**src/design/fsp_pkg.sv**
```systemverilog
// Shared types, opcodes and helper functions for the five-stage pipeline core.
package fsp_pkg;

  localparam logic [5:0] OP_RTYPE = 6'h00;
  localparam logic [5:0] OP_BEQZ  = 6'h04;
  localparam logic [5:0] OP_ADDI  = 6'h08;
  localparam logic [5:0] OP_LW    = 6'h23;
  localparam logic [5:0] OP_SW    = 6'h2B;
  localparam logic [5:0] OP_HALT  = 6'h3F;

  localparam logic [10:0] FN_ADD = 11'h020;
  localparam logic [10:0] FN_SUB = 11'h022;
  localparam logic [10:0] FN_SLL = 11'h004;
  localparam logic [10:0] FN_SRL = 11'h006;
  localparam logic [10:0] FN_AND = 11'h024;
  localparam logic [10:0] FN_OR  = 11'h025;

  localparam logic [31:0] NOP_WORD   = 32'h0000_0020;
  localparam logic [31:0] BUBBLE_OFF = 32'd32;

  localparam logic CMD_LOAD = 1'b0;
  localparam logic CMD_STEP = 1'b1;

  typedef enum logic [1:0] {
    ST_CLEAR,
    ST_IDLE,
    ST_EXEC
  } state_e;

  typedef struct packed {
    logic        we;
    logic [4:0]  idx;
    logic [31:0] data;
  } rf_wr_t;

  typedef struct packed {
    logic [11:0] pc;
    logic [31:0] cycles;
    logic        halted;
    logic        wb_valid;
    logic [4:0]  wb_reg;
    logic [31:0] wb_value;
  } res_t;

  function automatic logic [5:0] op_of(input logic [31:0] w);
    return w[31:26];
  endfunction

  function automatic logic [4:0] ra_of(input logic [31:0] w);
    return w[25:21];
  endfunction

  function automatic logic [4:0] rb_of(input logic [31:0] w);
    return w[20:16];
  endfunction

  function automatic logic [4:0] rd_of(input logic [31:0] w);
    return w[15:11];
  endfunction

  function automatic logic [31:0] sext16(input logic [31:0] w);
    return {{16{w[15]}}, w[15:0]};
  endfunction

  function automatic logic writes_rb(input logic [5:0] op);
    return (op == OP_LW) || (op == OP_ADDI) || (op == OP_BEQZ);
  endfunction

endpackage

```
**src/design/fsp_pipe.sv**
```systemverilog
// Pipeline registers and per-cycle stage logic: fetch, decode, forwarding, execute, memory, writeback.
module fsp_pipe
  import fsp_pkg::*;
#(
  parameter int unsigned MEM_AW = 10
) (
  input  logic              clk_i,
  input  logic              rst_ni,
  input  logic              tick_i,
  input  logic [31:0]       imem_rdata_i,
  input  logic [31:0]       rf_a_i,
  input  logic [31:0]       rf_b_i,
  input  logic [31:0]       dmem_rdata_i,
  output logic [MEM_AW-1:0] fetch_idx_o,
  output logic [4:0]        rf_ra_o,
  output logic [4:0]        rf_rb_o,
  output logic [MEM_AW-1:0] dmem_idx_o,
  output logic              dmem_we_o,
  output logic [31:0]       dmem_wdata_o,
  output rf_wr_t            rf_wr_o,
  output res_t              res_o,
  output logic              stopped_o
);

  logic [11:0] fetch_pc_q, fetch_pc_d;
  logic [31:0] cycles_q;
  logic        stopped_q, stopped_d;
  logic [31:0] si_q [5];
  logic [11:0] npc_q [2];
  logic [31:0] opa_q, opb_q, off_q;
  logic [31:0] alu_q, strd_q;
  logic [31:0] wbv_q [2];

  logic        halt_mm, run;
  logic [31:0] pc_ext, alu_ext;
  logic [31:0] n_if, n_id, na, nb, noff, nalu, nrb, mwd;
  logic [11:0] n_if_pc, n_id_pc;

  assign pc_ext      = {20'd0, fetch_pc_q};
  assign fetch_idx_o = pc_ext[MEM_AW+1:2];
  assign alu_ext     = alu_q;
  assign dmem_idx_o  = alu_ext[MEM_AW+1:2];
  assign rf_ra_o     = ra_of(si_q[0]);
  assign rf_rb_o     = rb_of(si_q[0]);

  // A halt in the memory/writeback register freezes the machine for good.
  assign halt_mm   = (op_of(si_q[3]) == OP_HALT);
  assign run       = tick_i && !stopped_q && !halt_mm;
  assign stopped_d = stopped_q | (tick_i && halt_mm);
  assign stopped_o = stopped_q;

  always_comb begin
    logic [11:0] newpc, idpc;
    logic [31:0] a, b, off, brt, rt_word;
    logic [5:0]  iop, eop, mop, wop, dop;
    logic [4:0]  ir1, ir2, rt;
    logic        stall, neg, fwd_taken, back_missed;

    // Fetch, with backward branches predicted taken.
    newpc   = fetch_pc_q + 12'd4;
    n_if    = imem_rdata_i;
    n_if_pc = newpc;
    brt     = sext16(n_if);
    if (op_of(n_if) == OP_BEQZ && n_if[15]) begin
      newpc = newpc + brt[11:0];
    end

    // Decode and load-use interlock.
    na   = rf_a_i;
    nb   = rf_b_i;
    dop  = op_of(si_q[0]);
    noff = (dop == OP_LW || dop == OP_SW || dop == OP_BEQZ || dop == OP_ADDI) ?
           sext16(si_q[0]) : {16'd0, si_q[0][15:0]};
    stall   = 1'b0;
    rt_word = si_q[1];
    rt      = rb_of(rt_word);
    if (op_of(si_q[1]) == OP_LW) begin
      if (dop == OP_RTYPE) begin
        stall = (rt == ra_of(si_q[0])) || (rt == rb_of(si_q[0]));
      end else if (dop == OP_LW || dop == OP_BEQZ || dop == OP_ADDI) begin
        stall = (rt == ra_of(si_q[0]));
      end
    end
    if (stall) begin
      n_if    = si_q[0];
      n_if_pc = npc_q[0];
      na      = '0;
      nb      = '0;
      n_id_pc = '0;
      noff    = BUBBLE_OFF;
      n_id    = NOP_WORD;
      newpc   = newpc - 12'd4;
    end else begin
      n_id_pc = npc_q[0];
      n_id    = si_q[0];
    end

    // Execute operands: forwarding applied oldest source first.
    a    = opa_q;
    b    = opb_q;
    off  = off_q;
    idpc = npc_q[1];
    iop  = op_of(si_q[1]);
    ir1  = ra_of(si_q[1]);
    ir2  = rb_of(si_q[1]);

    wop = op_of(si_q[4]);
    if (wop == OP_RTYPE) begin
      if (ir1 != 5'd0 && ir1 == rd_of(si_q[4])) a = wbv_q[1];
      if (ir2 != 5'd0 && ir2 == rd_of(si_q[4])) b = wbv_q[1];
    end else if (writes_rb(wop)) begin
      if (ir1 != 5'd0 && ir1 == rb_of(si_q[4])) a = wbv_q[1];
      if (ir2 != 5'd0 && iop != wop && ir2 == rb_of(si_q[4])) b = wbv_q[1];
    end else if (wop == OP_SW) begin
      if (ir2 != 5'd0 && ir2 == rb_of(si_q[4])) b = wbv_q[1];
    end
    mop = op_of(si_q[3]);
    if (mop == OP_RTYPE) begin
      if (ir1 != 5'd0 && ir1 == rd_of(si_q[3])) a = wbv_q[0];
      if (ir2 != 5'd0 && ir2 == rd_of(si_q[3]) && iop != OP_ADDI) b = wbv_q[0];
    end else if (writes_rb(mop)) begin
      if (ir1 != 5'd0 && ir1 == rb_of(si_q[3])) a = wbv_q[0];
      if (ir2 != 5'd0 && iop != mop && ir2 == rb_of(si_q[3])) b = wbv_q[0];
    end
    eop = op_of(si_q[2]);
    if (eop == OP_RTYPE) begin
      if (ir1 != 5'd0 && ir1 == rd_of(si_q[2])) a = alu_q;
      if (ir2 != 5'd0 && ir2 == rd_of(si_q[2]) && iop != OP_LW) b = alu_q;
    end else if (writes_rb(eop)) begin
      if (ir1 != 5'd0 && ir1 == rb_of(si_q[2])) a = alu_q;
      if (ir2 != 5'd0 && iop != eop && ir2 == rb_of(si_q[2]) && iop != OP_ADDI) begin
        b = alu_q;
      end
    end

    // Execute.
    nalu = alu_q;
    nrb  = strd_q;
    neg         = off[31];
    fwd_taken   = (a == 32'd0) && (off != 32'd0) && !neg;
    back_missed = (a != 32'd0) && neg;
    if (iop == OP_RTYPE) begin
      if (rd_of(si_q[1]) == 5'd0) begin
        nalu = '0;
      end else begin
        case (si_q[1][10:0])
          FN_ADD:  nalu = a + b;
          FN_SUB:  nalu = a - b;
          FN_SLL:  nalu = a << b[4:0];
          FN_SRL:  nalu = a >> b[4:0];
          FN_AND:  nalu = a & b;
          FN_OR:   nalu = a | b;
          default: nalu = alu_q;
        endcase
      end
      nrb = b;
    end else if (iop == OP_LW || iop == OP_ADDI || iop == OP_SW) begin
      if (iop == OP_ADDI && ir2 == 5'd0) begin
        nalu = '0;
        nrb  = '0;
      end else begin
        nalu = a + off;
        nrb  = b;
      end
    end else if (iop == OP_BEQZ) begin
      nalu = {20'd0, idpc} + off;
      nrb  = b;
      if (fwd_taken || back_missed) begin
        newpc   = fwd_taken ? nalu[11:0] : idpc;
        n_if    = NOP_WORD;
        n_id    = NOP_WORD;
        n_id_pc = '0;
        n_if_pc = '0;
        na      = '0;
        nb      = '0;
        noff    = BUBBLE_OFF;
      end
    end else if (iop == OP_HALT) begin
      nalu = '0;
      nrb  = '0;
    end

    // Memory access.
    dmem_we_o    = 1'b0;
    dmem_wdata_o = strd_q;
    if (eop == OP_LW) begin
      mwd = (rb_of(si_q[2]) == 5'd0) ? 32'd0 : dmem_rdata_i;
    end else if (eop == OP_SW) begin
      dmem_we_o = run;
      mwd       = strd_q;
    end else if ((eop == OP_ADDI && rb_of(si_q[2]) == 5'd0) ||
                 (eop == OP_RTYPE && rd_of(si_q[2]) == 5'd0)) begin
      mwd = '0;
    end else begin
      mwd = alu_q;
    end

    // Writeback.
    rf_wr_o = '0;
    if (mop == OP_LW || mop == OP_ADDI) begin
      rf_wr_o.we   = run;
      rf_wr_o.idx  = rb_of(si_q[3]);
      rf_wr_o.data = wbv_q[0];
    end else if (mop == OP_RTYPE) begin
      rf_wr_o.we   = run;
      rf_wr_o.idx  = rd_of(si_q[3]);
      rf_wr_o.data = wbv_q[0];
    end

    fetch_pc_d = newpc;
  end

  always_comb begin
    res_o          = '0;
    res_o.pc       = run ? fetch_pc_d : fetch_pc_q;
    res_o.cycles   = run ? cycles_q + 32'd1 : cycles_q;
    res_o.halted   = stopped_d;
    res_o.wb_valid = rf_wr_o.we;
    if (rf_wr_o.we) begin
      res_o.wb_reg   = rf_wr_o.idx;
      res_o.wb_value = rf_wr_o.data;
    end
  end

  always_ff @(posedge clk_i or negedge rst_ni) begin
    if (!rst_ni) begin
      fetch_pc_q <= '0;
      cycles_q   <= '0;
      stopped_q  <= 1'b0;
      for (int i = 0; i < 5; i++) si_q[i] <= NOP_WORD;
      npc_q[0]   <= '0;
      npc_q[1]   <= '0;
      opa_q      <= '0;
      opb_q      <= '0;
      off_q      <= '0;
      alu_q      <= '0;
      strd_q     <= '0;
      wbv_q[0]   <= '0;
      wbv_q[1]   <= '0;
    end else begin
      stopped_q <= stopped_d;
      if (run) begin
        fetch_pc_q <= fetch_pc_d;
        cycles_q   <= cycles_q + 32'd1;
        si_q[4]    <= si_q[3];
        si_q[3]    <= si_q[2];
        si_q[2]    <= si_q[1];
        si_q[1]    <= n_id;
        si_q[0]    <= n_if;
        npc_q[0]   <= n_if_pc;
        npc_q[1]   <= n_id_pc;
        opa_q      <= na;
        opb_q      <= nb;
        off_q      <= noff;
        alu_q      <= nalu;
        strd_q     <= nrb;
        wbv_q[1]   <= wbv_q[0];
        wbv_q[0]   <= mwd;
      end
    end
  end

endmodule

```
**config.mk**
```make
export PLATFORM = sky130hd
export DESIGN_NAME = fsp_pipe
export DESIGN_NICKNAME = d
export VERILOG_FILES = /design/src/design/fsp_pkg.sv /design/src/design/fsp_pipe.sv
export SDC_FILE = /design/constraint.sdc
export NUM_CORES = 2
export LEC_CHECK = 0
export BUFFER_PORTS_ARGS = -buffer_cell sky130_fd_sc_hd__buf_4
export CORE_MARGIN = 5
export CORE_UTILIZATION = 55
export DETAILED_ROUTE_END_ITERATION = 10
export MAX_ROUTING_LAYER = met4
export PLACE_DENSITY = 0.78
export REMOVE_ABC_BUFFERS = 1
export SYNTH_ARGS = -nofsm -noshare
export SYNTH_HDL_FRONTEND = slang
export SYNTH_SLANG_ARGS = --single-unit
```
**constraint.sdc**
```tcl
create_clock -name clk_i -period 6.7 [get_ports clk_i]
set_input_delay 0.67 -clock clk_i [delete_from_list [all_inputs] [get_ports clk_i]]
set_output_delay 0.67 -clock clk_i [all_outputs]
set_load 0.05 [all_outputs]
```
==> flow_summary.json <==
{
  "synth_seq_cells": 375,
  "synth_compound_area_share_pct": 24.5,
  "first_pass_iters": 8,
  "htreeDepth": 2,
  "power_leakage_nw": 15.8,
  "slew_headroom_pct": 22.2,
  "ir_drop_mv": 0.278,
  "cts_tree": "done",
  "synth_xor_area_share_pct": 7.24,
  "gp_congestion": 1.05,
  "antenna_left": 0,
  "avgSynthCellArea_sq_um": 8.37,
  "yosysSeqAreaShare_pct": 32.2,
  "numCtsBuffers": 44,
  "cpMaxStageDelayCell": "or4_1",
  "fin_ws_ps": 146,
  "drv_cap": 0,
  "fin_setup_tns_ps": 0,
  "final_cell_mix": "nand2_1 (547), buf_4 (497), dfrtp_1 (373), nor2_1 (220), o21ai_0 (199)",
  "antenna_found_initial": 0,
  "grt_pass1_vias": 28356,
  "path_cells": "or3_1, or4_1, or4_1, o21a_1, and2_1, buf_4, buf_4, a221o_1, nor4_1, nand3_1, buf_4, a2111o_1, buf_4, mux2_2, a21oi_1, o22ai_1, buf_4",
  "grt_use_total_pct": 42.2,
  "max_stage_delay_ps": 600,
  "hpwl_um": 92700,
  "fin_skew_ps": 31.9,
  "grt.overflow.total": 0,
  "cp-start-kind": "flip-flop",
  "synth_simple_gate_area_share_pct": 18.6,
  "rows": 84,
  "clk_latency_ps": 600,
  "drv_slew": 0,
  "drive_gt1_share_pct": 18.7,
  "clockBufferDepth": 3,
  "seqCellArea_sq_mm": 0.00939,
  "period_needed_ps": 6550,
  "cts_sinks": 375,
  "synth_edf_count": 0,
  "synth_fa_ha_area_share_pct": 4.48,
  "power_density_mw_per_mm2": 351,
  "multi_input_area_sq_mm": 0.0185,
  "grt_first_pass_wirelength_um": 182000,
  "nets": 3997,
  "start_util_pct": 55.5,
  "vias_per_cell": 6.69,
  "worstSetupEndpointType": "output pin",
  "muxShareOfSynthArea_pct": 7.92,
  "synth_warnings": 0,
  "cts.clk_slew.worst_paths_ps": 60,
  "netlist_instances": 3483,
  "dieArea_sq_mm": 0.0577,
  "grt_max_degree": 190,
  "critPathArrivalTime_ps": 5880,
  "route.detailed.drc": 0,
  "postCtsHoldBufs": 0,
  "crit_top_cell": "buf_4",
  "root_buffer": "clkbuf_16",
  "synthDistinctLibCells": 94,
  "finalHoldViolCount": 0,
  "synthArstFlopShare_pct": 100,
  "fmax_mhz": 153,
  "die_y_um": 240,
  "wire_per_inst_um": 27.3,
  "die_x_um": 240,
  "critical_path_class": "flip-flop to output pin",
  "cp.required_ps": 6030,
  "rsz0062_at_grt": "true",
  "coreArea_sq_mm": 0.0526,
  "hold_class": "primary input to async pin",
  "synth_area_sq_mm": 0.0292,
  "crit_fanout": 12,
  "outcome": "complete, no violations",
  "synth_top_family_by_area": "compound AO/OA/AOI/OAI gates",
  "ys.flop_type": "dfrtp_1",
  "min_period_over_period_pct": 97.8,
  "fill_cells": 4519,
  "dpl_worst_slack_ps": 109,
  "final_common_cell": "nand2_1",
  "first_iter_violations": 3870,
  "setup_viol": 0,
  "via_count": 29991,
  "totalWireLength_um": 123000,
  "area_growth_syn_to_layout_pct": 17.7,
  "total_power_w": 0.0120,
  "io-pin-count": 316,
  "worst_slew_pin_slew_ps": 1170,
  "port_buffers": 315
}
## synthesized netlist by cell type (22+ instances only)
cell | count | share of area (%)
a211oi_1 | 50 | 1.3
a21o_1 | 41 | 1.1
xnor2_1 | 156 | 4.7
and2_1 | 46 | 0.99
a22o_1 | 128 | 3.8
ha_1 | 98 | 4.2
o21ai_0 | 206 | 3.5
nor3_1 | 37 | 0.64
mux2i_1 | 171 | 5.9
nor4_1 | 36 | 0.77
inv_1 | 60 | 0.77
nand4_1 | 34 | 0.73
clkbuf_1 | 178 | 2.3
buf_4 | 37 | 0.95
nor2_1 | 226 | 2.9
nor2b_1 | 42 | 0.90
a31oi_1 | 25 | 0.54
o21a_1 | 24 | 0.62
dfrtp_1 | 373 | 32
o211ai_1 | 80 | 2.1
nand3_1 | 84 | 1.4
nand2_1 | 547 | 7.0
a21oi_1 | 191 | 3.3
or3_1 | 22 | 0.47
xor2_1 | 85 | 2.6
a22oi_1 | 46 | 1.2
mux2_2 | 53 | 2.0
buf_2 | 46 | 0.79
## area by class of cell
cell class                 instances  area share, %
clock inverter                    24          0.514
timing repair buffer             508           11.4
antenna                            1        0.00729
clock buffer                      54           3.52
sequential                       375           27.4
inverter                          61          0.667
multi-input combinational       2774           54.0
tap                              688           2.51
## power breakdown
group          switching, W  internal, W  total, W
clock network       0.00106      0.00130   0.00235
registers          0.000869      0.00273   0.00359
logic               0.00387      0.00222   0.00609
## kinds of logic (layout without fill, tap and decap cells)
group / Yosys count / count (layout)
other: 0 / 1
buffers and inverters: 334 / 647
AOI/OAI and AO/OA: 1027 / 1027
DFF: 375 / 375
adders and majority gates: 102 / 102
and+or+nand+nor: 1180 / 1180
xor gates and xnor gates: 241 / 241
muxes: 224 / 224
## worst max-delay path, delay by kind of cell (launching register included)
family | cells | cell delay [ps]
and+or+nand+nor | 6 | 2090
buffers and inverters | 5 | 1050
AOI/OAI and AO/OA | 5 | 1500
muxes | 1 | 270
DFF | 1 | 380
## timing repair
| item | CTS | global route |
|---|---|---|
| setup endpoints to repair | 11 | 19 |
| setup buffers | 4 | 0 |
| resized for setup | 1 | 34 |
| pin swaps | 2 | 3 |
## per-stage QoR
stage                     instance area [sq um]  hold slack [ps]  util, %  instances
after floorplan                           27900              374        -       3210
after global placement                    32800              456     62.3       4402
after detailed placement                  32800              464     62.3       4402
after CTS                                 34200              101     65.1       4484
after global routing                      34300              128     65.3       4484
final                                     34300             92.1     65.3       4485
## layer usage
metal | global-route usage [%] | wire (um) | vias up
met1 | 55.3 | 48300 | 14424
met2 | 64.6 | 55000 | 1855
met5 | - | 0 | -
li1 | - | - | 13262
met4 | 21.1 | 8240 | 0
met3 | 5.85 | 11000 | 450
## registers in the layout, indices dropped and copies added, names as in the netlist
name          count
alu_ext          32
cycles_q         32
dmem_wdata_o     32
fetch_pc_q       12
npc_q            24
off_q             2
opa_q            32
opb_q            32
rf_ra_o           5
rf_rb_o           5
si_q            102
stopped_o         1
wbv_q            64
## path summary, 6_finish.rpt
kind	from	end	slack, ps	depth (start not counted)
setup / recovery	si_q[95]$_DFFE_PN0P_	res_o[72]	150	17
hold / removal	rst_ni	si_q[82]$_DFFE_PN0P_	90	1
setup reg to reg	si_q[95]$_DFFE_PN0P_	alu_ext[31]$_DFFE_PN0P_	290	25
hold reg to reg	cycles_q[31]$_DFF_PN0_	cycles_q[31]$_DFF_PN0_	470	1
max in group asynchronous	rst_ni	si_q[138]$_DFFE_PN0P_	5250	2
min in group clk_i	rf_b_i[9]	opb_q[9]$_DFFE_PN0P_	280	2
(Power assumes the default switching activity.)
